==> src/qrmm_pkg.sv <==
// Shared types, constants and helper functions of the quadrotor motor mixer.
`default_nettype none
package qrmm_pkg;

    localparam int MOTORS = 4;
    localparam int DUTY_W = 17;
    localparam int CMD_W = 16;
    localparam int HEIGHT_W = 8;
    localparam int SUM_W = 38;
    localparam int RAD_W = 48;
    localparam int ROOT_W = RAD_W / 2;
    localparam int REM_W = ROOT_W + 2;
    localparam int SQ_STAGES = ROOT_W / 2;
    localparam int QUOT_W = 19;

    localparam logic signed [14:0] TILT_COEF = 15'sd10240;
    localparam logic signed [18:0] YAW_COEF = 19'sd163061;
    localparam logic signed [26:0] THRUST_COEF = 27'sd20422816;
    localparam logic signed [11:0] HEIGHT_SCALE = 12'sd10;
    localparam logic signed [11:0] GRAV_TENTHS = 12'sd98;
    localparam logic [13:0] DUTY_NUM = 14'd15625;
    localparam logic [24:0] RECIP_49 = 25'd21913098;
    localparam int RECIP_SHIFT = 30;
    localparam logic [23:0] ROOT_DIV = 24'd49;

    localparam logic [DUTY_W-1:0] DUTY_MIN_RST = 17'd60000;
    localparam logic [DUTY_W-1:0] DUTY_MAX_RST = 17'd90000;
    localparam logic [DUTY_W-1:0] TRIM_ONE_RST = 17'd53000;
    localparam logic [DUTY_W-1:0] TRIM_TWO_RST = 17'd53000;
    localparam logic [DUTY_W-1:0] TRIM_THREE_RST = 17'd52800;
    localparam logic [DUTY_W-1:0] TRIM_FOUR_RST = 17'd53000;

    typedef enum logic [2:0] {
        REG_DUTY_MIN      = 3'd0,
        REG_DUTY_MAX      = 3'd1,
        REG_YAW_ENABLE    = 3'd2,
        REG_HEIGHT_ENABLE = 3'd3,
        REG_TRIM_ONE      = 3'd4,
        REG_TRIM_TWO      = 3'd5,
        REG_TRIM_THREE    = 3'd6,
        REG_TRIM_FOUR     = 3'd7
    } cfg_index_t;

    typedef struct packed {
        logic signed [HEIGHT_W-1:0] height_command;
        logic signed [CMD_W-1:0]    yaw_command;
        logic signed [CMD_W-1:0]    pitch_command;
        logic signed [CMD_W-1:0]    roll_command;
    } cmd_t;

    typedef logic [MOTORS-1:0][RAD_W-1:0] rad_vec_t;
    typedef logic [MOTORS-1:0][ROOT_W-1:0] root_vec_t;
    typedef logic [MOTORS-1:0][DUTY_W-1:0] duty_vec_t;

    typedef struct packed {
        logic [MOTORS-1:0]  clamped_mask;
        duty_vec_t          duty;
    } result_t;

    typedef struct packed {
        rad_vec_t                         x;
        logic [MOTORS-1:0][REM_W-1:0]     rem;
        root_vec_t                        root;
    } sq_stage_t;

    typedef struct packed {
        logic [REM_W-1:0]  rem;
        logic [ROOT_W-1:0] root;
    } sq_digit_t;

    // One restoring square-root digit: bring down two radicand bits and
    // try to subtract 4*root+1.
    function automatic sq_digit_t sqrt_digit(input logic [REM_W-1:0] rem,
                                             input logic [ROOT_W-1:0] root,
                                             input logic [1:0] pair);
        logic [REM_W+1:0] cand;
        logic [REM_W+1:0] trial;
        sq_digit_t        res;
        cand = {rem, pair};
        trial = {2'b00, root, 2'b01};
        if (cand >= trial) begin
            res.rem = REM_W'(cand - trial);
            res.root = {root[ROOT_W-2:0], 1'b1};
        end
        else begin
            res.rem = REM_W'(cand);
            res.root = {root[ROOT_W-2:0], 1'b0};
        end
        return res;
    endfunction

endpackage
`default_nettype wire

==> src/qrmm_mix.sv <==
// Torque, thrust and X-frame mixing stages that form one scaled radicand per motor.
`default_nettype none
module qrmm_mix
(
    input  wire logic           clk,
    input  wire logic           rst_n,
    input  wire logic           yaw_enable,
    input  wire logic           height_enable,
    input  wire logic           in_valid,
    output logic                in_ready,
    input  wire qrmm_pkg::cmd_t in_cmd,
    output logic                out_valid,
    input  wire logic           out_ready,
    output qrmm_pkg::rad_vec_t  out_x
);

    logic v1_reg, v2_reg, v3_reg;
    logic r1, r2, r3;

    logic signed [qrmm_pkg::SUM_W-1:0] roll_reg, pitch_reg, yaw_reg, thr_reg;
    logic signed [qrmm_pkg::SUM_W-1:0] roll_next, pitch_next, yaw_next, thr_next;
    logic signed [11:0]                hterm;
    logic signed [qrmm_pkg::SUM_W-1:0] n_reg [qrmm_pkg::MOTORS];
    logic signed [qrmm_pkg::SUM_W-1:0] n_next [qrmm_pkg::MOTORS];
    qrmm_pkg::rad_vec_t                x_reg, x_next;

    assign r3 = !v3_reg || out_ready;
    assign r2 = !v2_reg || r3;
    assign r1 = !v1_reg || r2;
    assign in_ready = r1;
    assign out_valid = v3_reg;
    assign out_x = x_reg;

    // Stage one: torques and thrust.
    always_comb
    begin
        hterm = height_enable
              ? {{4{in_cmd.height_command[7]}}, in_cmd.height_command}
                * qrmm_pkg::HEIGHT_SCALE + qrmm_pkg::GRAV_TENTHS
              : qrmm_pkg::GRAV_TENTHS;
        roll_next = in_cmd.roll_command * qrmm_pkg::TILT_COEF;
        pitch_next = in_cmd.pitch_command * qrmm_pkg::TILT_COEF;
        // Kept as two branches so the yaw product stays signed.
        if (yaw_enable)
            yaw_next = in_cmd.yaw_command * qrmm_pkg::YAW_COEF;
        else
            yaw_next = '0;
        thr_next = hterm * qrmm_pkg::THRUST_COEF;
    end

    // Stage two: X-frame mixing matrix.
    always_comb
    begin
        n_next[0] = thr_reg + roll_reg + pitch_reg + yaw_reg;
        n_next[1] = thr_reg + roll_reg - pitch_reg - yaw_reg;
        n_next[2] = thr_reg - roll_reg - pitch_reg + yaw_reg;
        n_next[3] = thr_reg - roll_reg + pitch_reg - yaw_reg;
    end

    // Stage three: a radicand at or below zero gives a zero root; the
    // duty scale is folded in as N*15625/16, leaving a divide by 49 after the root.
    always_comb
    begin
        for (int i = 0; i < qrmm_pkg::MOTORS; i++)
        begin
            logic [48:0] prod;
            prod = {14'd0, n_reg[i][34:0]} * {35'd0, qrmm_pkg::DUTY_NUM};
            if (n_reg[i][qrmm_pkg::SUM_W-1] || n_reg[i] == '0)
            begin
                x_next[i] = '0;
            end
            else
            begin
                x_next[i] = {3'd0, prod[48:4]};
            end
        end
    end

    always_ff @(posedge clk or negedge rst_n)
    begin
        if (!rst_n)
        begin
            v1_reg <= 1'b0;
            v2_reg <= 1'b0;
            v3_reg <= 1'b0;
        end
        else
        begin
            if (r1) v1_reg <= in_valid;
            if (r2) v2_reg <= v1_reg;
            if (r3) v3_reg <= v2_reg;
        end
    end

    always_ff @(posedge clk)
    begin
        if (r1 && in_valid)
        begin
            roll_reg <= roll_next;
            pitch_reg <= pitch_next;
            yaw_reg <= yaw_next;
            thr_reg <= thr_next;
        end
        if (r2 && v1_reg)
        begin
            n_reg <= n_next;
        end
        if (r3 && v2_reg)
        begin
            x_reg <= x_next;
        end
    end

endmodule
`default_nettype wire

==> config.mk <==
export PLATFORM = sky130hd
export DESIGN_NAME = qrmm_mix
export DESIGN_NICKNAME = d
export VERILOG_FILES = /design/src/qrmm_pkg.sv /design/src/qrmm_mix.sv
export SDC_FILE = /design/constraint.sdc
export NUM_CORES = 2
export LEC_CHECK = 0
export BUFFER_PORTS_ARGS = -buffer_cell sky130_fd_sc_hd__buf_2
export CAP_MARGIN = 20
export CORE_UTILIZATION = 50
export DETAILED_ROUTE_END_ITERATION = 10
export GPL_TIMING_DRIVEN = 0
export PLACE_DENSITY = 0.67
export SLEW_MARGIN = 15
export SYNTH_ARGS = -nofsm -noshare
export SYNTH_HDL_FRONTEND = slang
export SYNTH_SLANG_ARGS = --single-unit
==> constraint.sdc <==
create_clock -name clk -period 8.3 [get_ports clk]
set_clock_uncertainty 0.15 [all_clocks]
set_input_delay 0.415 -clock clk [delete_from_list [all_inputs] [get_ports clk]]
set_output_delay 0.415 -clock clk [all_outputs]
set_load 0.05 [all_outputs]
; Word level (Yosys, flattened, before mapping)
; Index checks and enable logic that the tools add are counted.
[word_totals]
ram_bits = 0
latch_bits = 0
rom_bits = 0
mem_count = 0
output_inout_bits = 194
register_bits = 472
elab_cells = 57
inputBits = 62
[classes]
eq_ne = 0
mul = 9
order_cmp = 0
n_shift = 0
n_div = 0
bitwise_logic = 0
n_mux = 1
n_reduce_logical = 17
add_sub_neg = 11
[op_table]
columns = op, n
row1 = "multiplier 35 x 14 -> 49 bit, second input constant", 4
row2 = adder 38 bit, 5
row3 = subtractor 38 bit, 5
row4 = zero test 38 bit, 4
row5 = "multiplier 16 x 4 -> 20 bit, second input constant", 2
row6 = "multiplier 16 x 19 -> 35 bit, second input constant", 1
row7 = "multiplier 12 x 21 -> 33 bit, second input constant", 1
row8 = "adder 12 x 7 -> 12 bit, second input constant", 1
row9 = "multiplier 12 x 3 -> 11 bit, second input constant", 1
row10 = 2-to-1 mux 12 bit, 1
row11 = logical OR 1 bit, 7
row12 = logical AND 1 bit, 3
row13 = zero test 1 bit, 3

; Logic depth before layout (Yosys ltp)
[logic_depth]
depth_word = 5
depth_mapped = 34
depth_no_buf = 34

; Least setup slack after synthesis
; Ideal clock, no wire load.
[synth_path]
path_type = input to register
startpoint = input port in_cmd[49] (netlist name)
endpoint = register thr_reg[36] (netlist name) (data pin)
setup_time_ps = 263
required_time_ps = 7887
n_path_buf = 1
path_stages = 31
arrival_ps = 6792
setup_slack_ps = 1095
path_cell_list = ha_1 -> ha_1 -> fa_1 -> a21oi_1 -> nor2_1 -> nor2_1 -> o21bai_1 -> a21oi_1 -> xnor2_1 -> xnor2_1 -> and2_1 -> inv_1 -> fa_1 -> fa_1 -> fa_1 -> inv_1 -> fa_1 -> inv_1 -> fa_1 -> inv_1 -> ha_1 -> clkbuf_1 -> a21oi_1 -> nor2_1 -> nor4b_1 -> a21oi_1 -> a41oi_1 -> a21oi_1 -> a21o_1 -> a31oi_1 -> xnor2_1
[synth_between]
elab_chain_len = 4
[synth_lines]
columns = item, line_no
row1 = start: declaration, qrmm_mix.sv:11  ; input wire qrmm_pkg::cmd_t in_cmd,
row2 = multiplier 12 x 3 -> 11 bit, qrmm_mix.sv:39  ; * qrmm_pkg::HEIGHT_SCALE + qrmm_pkg::GRAV_TENTHS
row3 = adder 12 x 7 -> 12 bit, qrmm_mix.sv:39
row4 = 2-to-1 mux 12 bit, qrmm_mix.sv:38  ; ? {{4{in_cmd.height_command[7]}}, in_cmd.height_command}
row5 = multiplier 12 x 21 -> 33 bit, qrmm_mix.sv:48  ; thr_next = hterm * qrmm_pkg::THRUST_COEF;
row6 = "net thr_next, one bit", qrmm_mix.sv:21  ; logic signed [qrmm_pkg::SUM_W-1:0] roll_next, pitch_next, yaw_next, thr_next;
row7 = end signal: assignment, qrmm_mix.sv:102  ; thr_reg <= thr_next;
row8 = end: declaration, qrmm_mix.sv:20  ; logic signed [qrmm_pkg::SUM_W-1:0] roll_reg, pitch_reg, yaw_reg, thr_reg;
; The timed path passes the listed nets, and every way through them passes these cells.
; A chain may end at the register's enable or synchronous reset.

; Final worst setup path
[layout_path]
startpoint = input port in_cmd[49] (netlist name)
endpoint = register thr_reg[35] (netlist name) (data pin)
; Same word-level chain as after synthesis.

==> out/results.ini <==
[yosys]
syn_inst=7040
synth_area_sq_mm=0.0693
yosysTopAreaCell=fa_1
synth_top_area_frac=0.249
ys_top_cells_by_area=fa_1 25%, ha_1 22%, edfxtp_1 19%
async_reset_ff_frac=0.00688
ys.flop_type=edfxtp_1
synthSimpleGateAreaFrac=0.0748
ys_types=98
synth_compound_area_frac=0.111
synthMuxAreaShare=0.000289
synthAdderAreaFrac=0.470
yosysSeqAreaShare=0.189
avgSynthCellArea_sq_um=9.85
synth_edf_count=433
synth_top_family_by_area=adder cells
yosys_warnings=0
synth-seq-cells=436
synth_xor_xnor_area_share=0.0550

[cts]
cts_tree=yes
htree_num_levels=2
cts-root-buf=clkbuf_16
cts.repair.resized=0
clock_path_buffers=3
cts_hold_buffers=13
clock_sinks=436
cts_setup_buffers=0
path_clk_slew_ns=0.05
cts_buffers=52
clk_latency_ns=0.66

[place]
pre_cts_slack_ns=-0.0184
gp_congestion=0.944
placed_cells=9094
detailed_place_hpwl_um=138000
portBuffers=243

[outcome]
status=complete, no violations

[worst_setup_path]
worst_setup_path_end_kind=register
endpoint=thr_reg[35]
criticalPathCategory=in -> reg
worst_path_largest_cell_delay_ns=0.60
r2r-end=out_x[139]
start_kind=input pin
crit_required_ns=8.52
reg2reg_from=n_reg[114]
cp_max_fo=8
reg2reg_depth=23
cpMaxStageDelayCell=o41ai_1
worstPathArrival_ns=7.93
cp-startpoint=in_cmd[49]
reg2reg_slack_ns=1.10

[floorplan]
io_pins=256
floorplan.initialDensity=0.504
die_area_sq_mm=0.140
row_count=136
die_y_um=374
die_x_um=374
core_area_sq_mm=0.137

[worst_hold_path]
hp-class=in -> reg

[sta]
drv_slew=0
tightest_slew_ns=1.17
hold_ws_ns=0.0840
rsz0062_at_grt=no
post-route-min-period_ns=7.70
period_share=0.928
setup_viol=0
hold_viol=0
fmax_mhz=130
slew_headroom=0.220
fin_ws_ns=0.598

[global_route]
use_met1=0.322
track_usage=0.230
grt_max_degree=68
grt_pass1_wl_um=258000
antenna_found_initial=3
grt_pass1_vias=49400
met3_usage=0.0226
grt-ovfl-total=0
grt_use_met2=0.387
busiest_layer=met2

[cells_and_area]
fin_nets=9518
largest_reg_flops=180
area_growth_pct=7.88
final_cells=9200
fillers=12400
drive_gt1_frac=0.0537
register_area_sq_mm=0.0131
multi_input_area_sq_mm=0.0493
diodes=0
utilization=0.544

[detailed_routing]
num_vias=48100
dr.pass1.iters=5
drt_iter0_drc=2615
antenna_left=0
wire_per_inst_um=17.2
via_per_inst=5.23
wl_um=158000
drc=0

[run]
drv_cap=0

## worst min-delay path by stage
stage / end / start / cells past startpoint
floorplan: out_valid / rst_n / 0
global placement: v1_reg / rst_n / 1
detailed placement: v1_reg / rst_n / 1
CTS: pitch_reg[14] / in_cmd[19] / 3
global route: pitch_reg[14] / in_cmd[19] / 3
finish: pitch_reg[14] / in_cmd[19] / 3
## logic make-up (layout without fill, tap and decap cells)
group	Yosys count	count (layout)
AO/OA/AOI/OAI	1175	1175
XOR/XNOR	433	433
adder cells (fa/ha/maj)	2088	2088
buffers and inverters	1836	2191
flip-flops	436	436
multiplexers	2	2
other	1	12
AND/OR/NAND/NOR	1069	1069
## synth_stat cells (55+ instances only)
cell type / n
ha_1: 1226
a21o_1: 243
nand4_1: 55
nand2_1: 191
xor2_1: 133
o21bai_1: 78
nor3_1: 72
edfxtp_1: 433
inv_1: 1736
o21ai_0: 172
xnor2_1: 298
fa_1: 862
nor2_1: 380
a21oi_1: 377
nand3_1: 84
clkbuf_1: 78
## metal layers
layer | vias up | share of wire
met5 | - | 0.000082
met4 | 2 | 0.019
met3 | 144 | 0.041
met2 | 868 | 0.47
met1 | 23600 | 0.47
li1 | 23500 | -
## per-stage QoR
step,instance area (sq um),TNS (ns)
after global placement,72800,0
after floorplan,69400,0
final,74800,0
after CTS,74800,0
after detailed placement,73000,-0.0184
after global routing,74800,0
## cell type report
cell class,count,share of cell area
Multi-Input combinational cell,4779,0.660
Sequential cell,436,0.175
Inverter,1737,0.0872
Tap cell,1794,0.0300
Timing Repair Buffer,263,0.0205
Clock buffer,64,0.0186
Buffer,99,0.00582
Clock inverter,28,0.00330
## cells in the final DEF, fill, tap and decap left out, drive strengths merged, types with 14 or more instances in the layout
master     n
or3       14
and2      52
nand2b    54
nand2    191
nor4      15
a31oi     37
clkbuf   142
xnor2    298
o21a      47
nor2b     50
ha      1226
nor3      72
nor2     380
o21bai    79
inv     1744
and3      38
fa       862
a21o     243
a211oi    32
nand3     85
o211ai    24
xor2     134
buf      271
edfxtp   433
a21oi    380
o21ai    184
o31ai     26
nand4     55
## critical path: cells and delay by family
family | cells | cell delay, ns
adders and majority gates | 9 | 3.59
AOI/OAI and AO/OA | 11 | 2.39
buffers and inverters | 4 | 0.59
and+or+nand+nor | 4 | 0.50
xor gates and xnor gates | 3 | 0.41
Power is not shown: default switching activity piles up to over one toggle a cycle in this logic, so the estimate is an artifact.
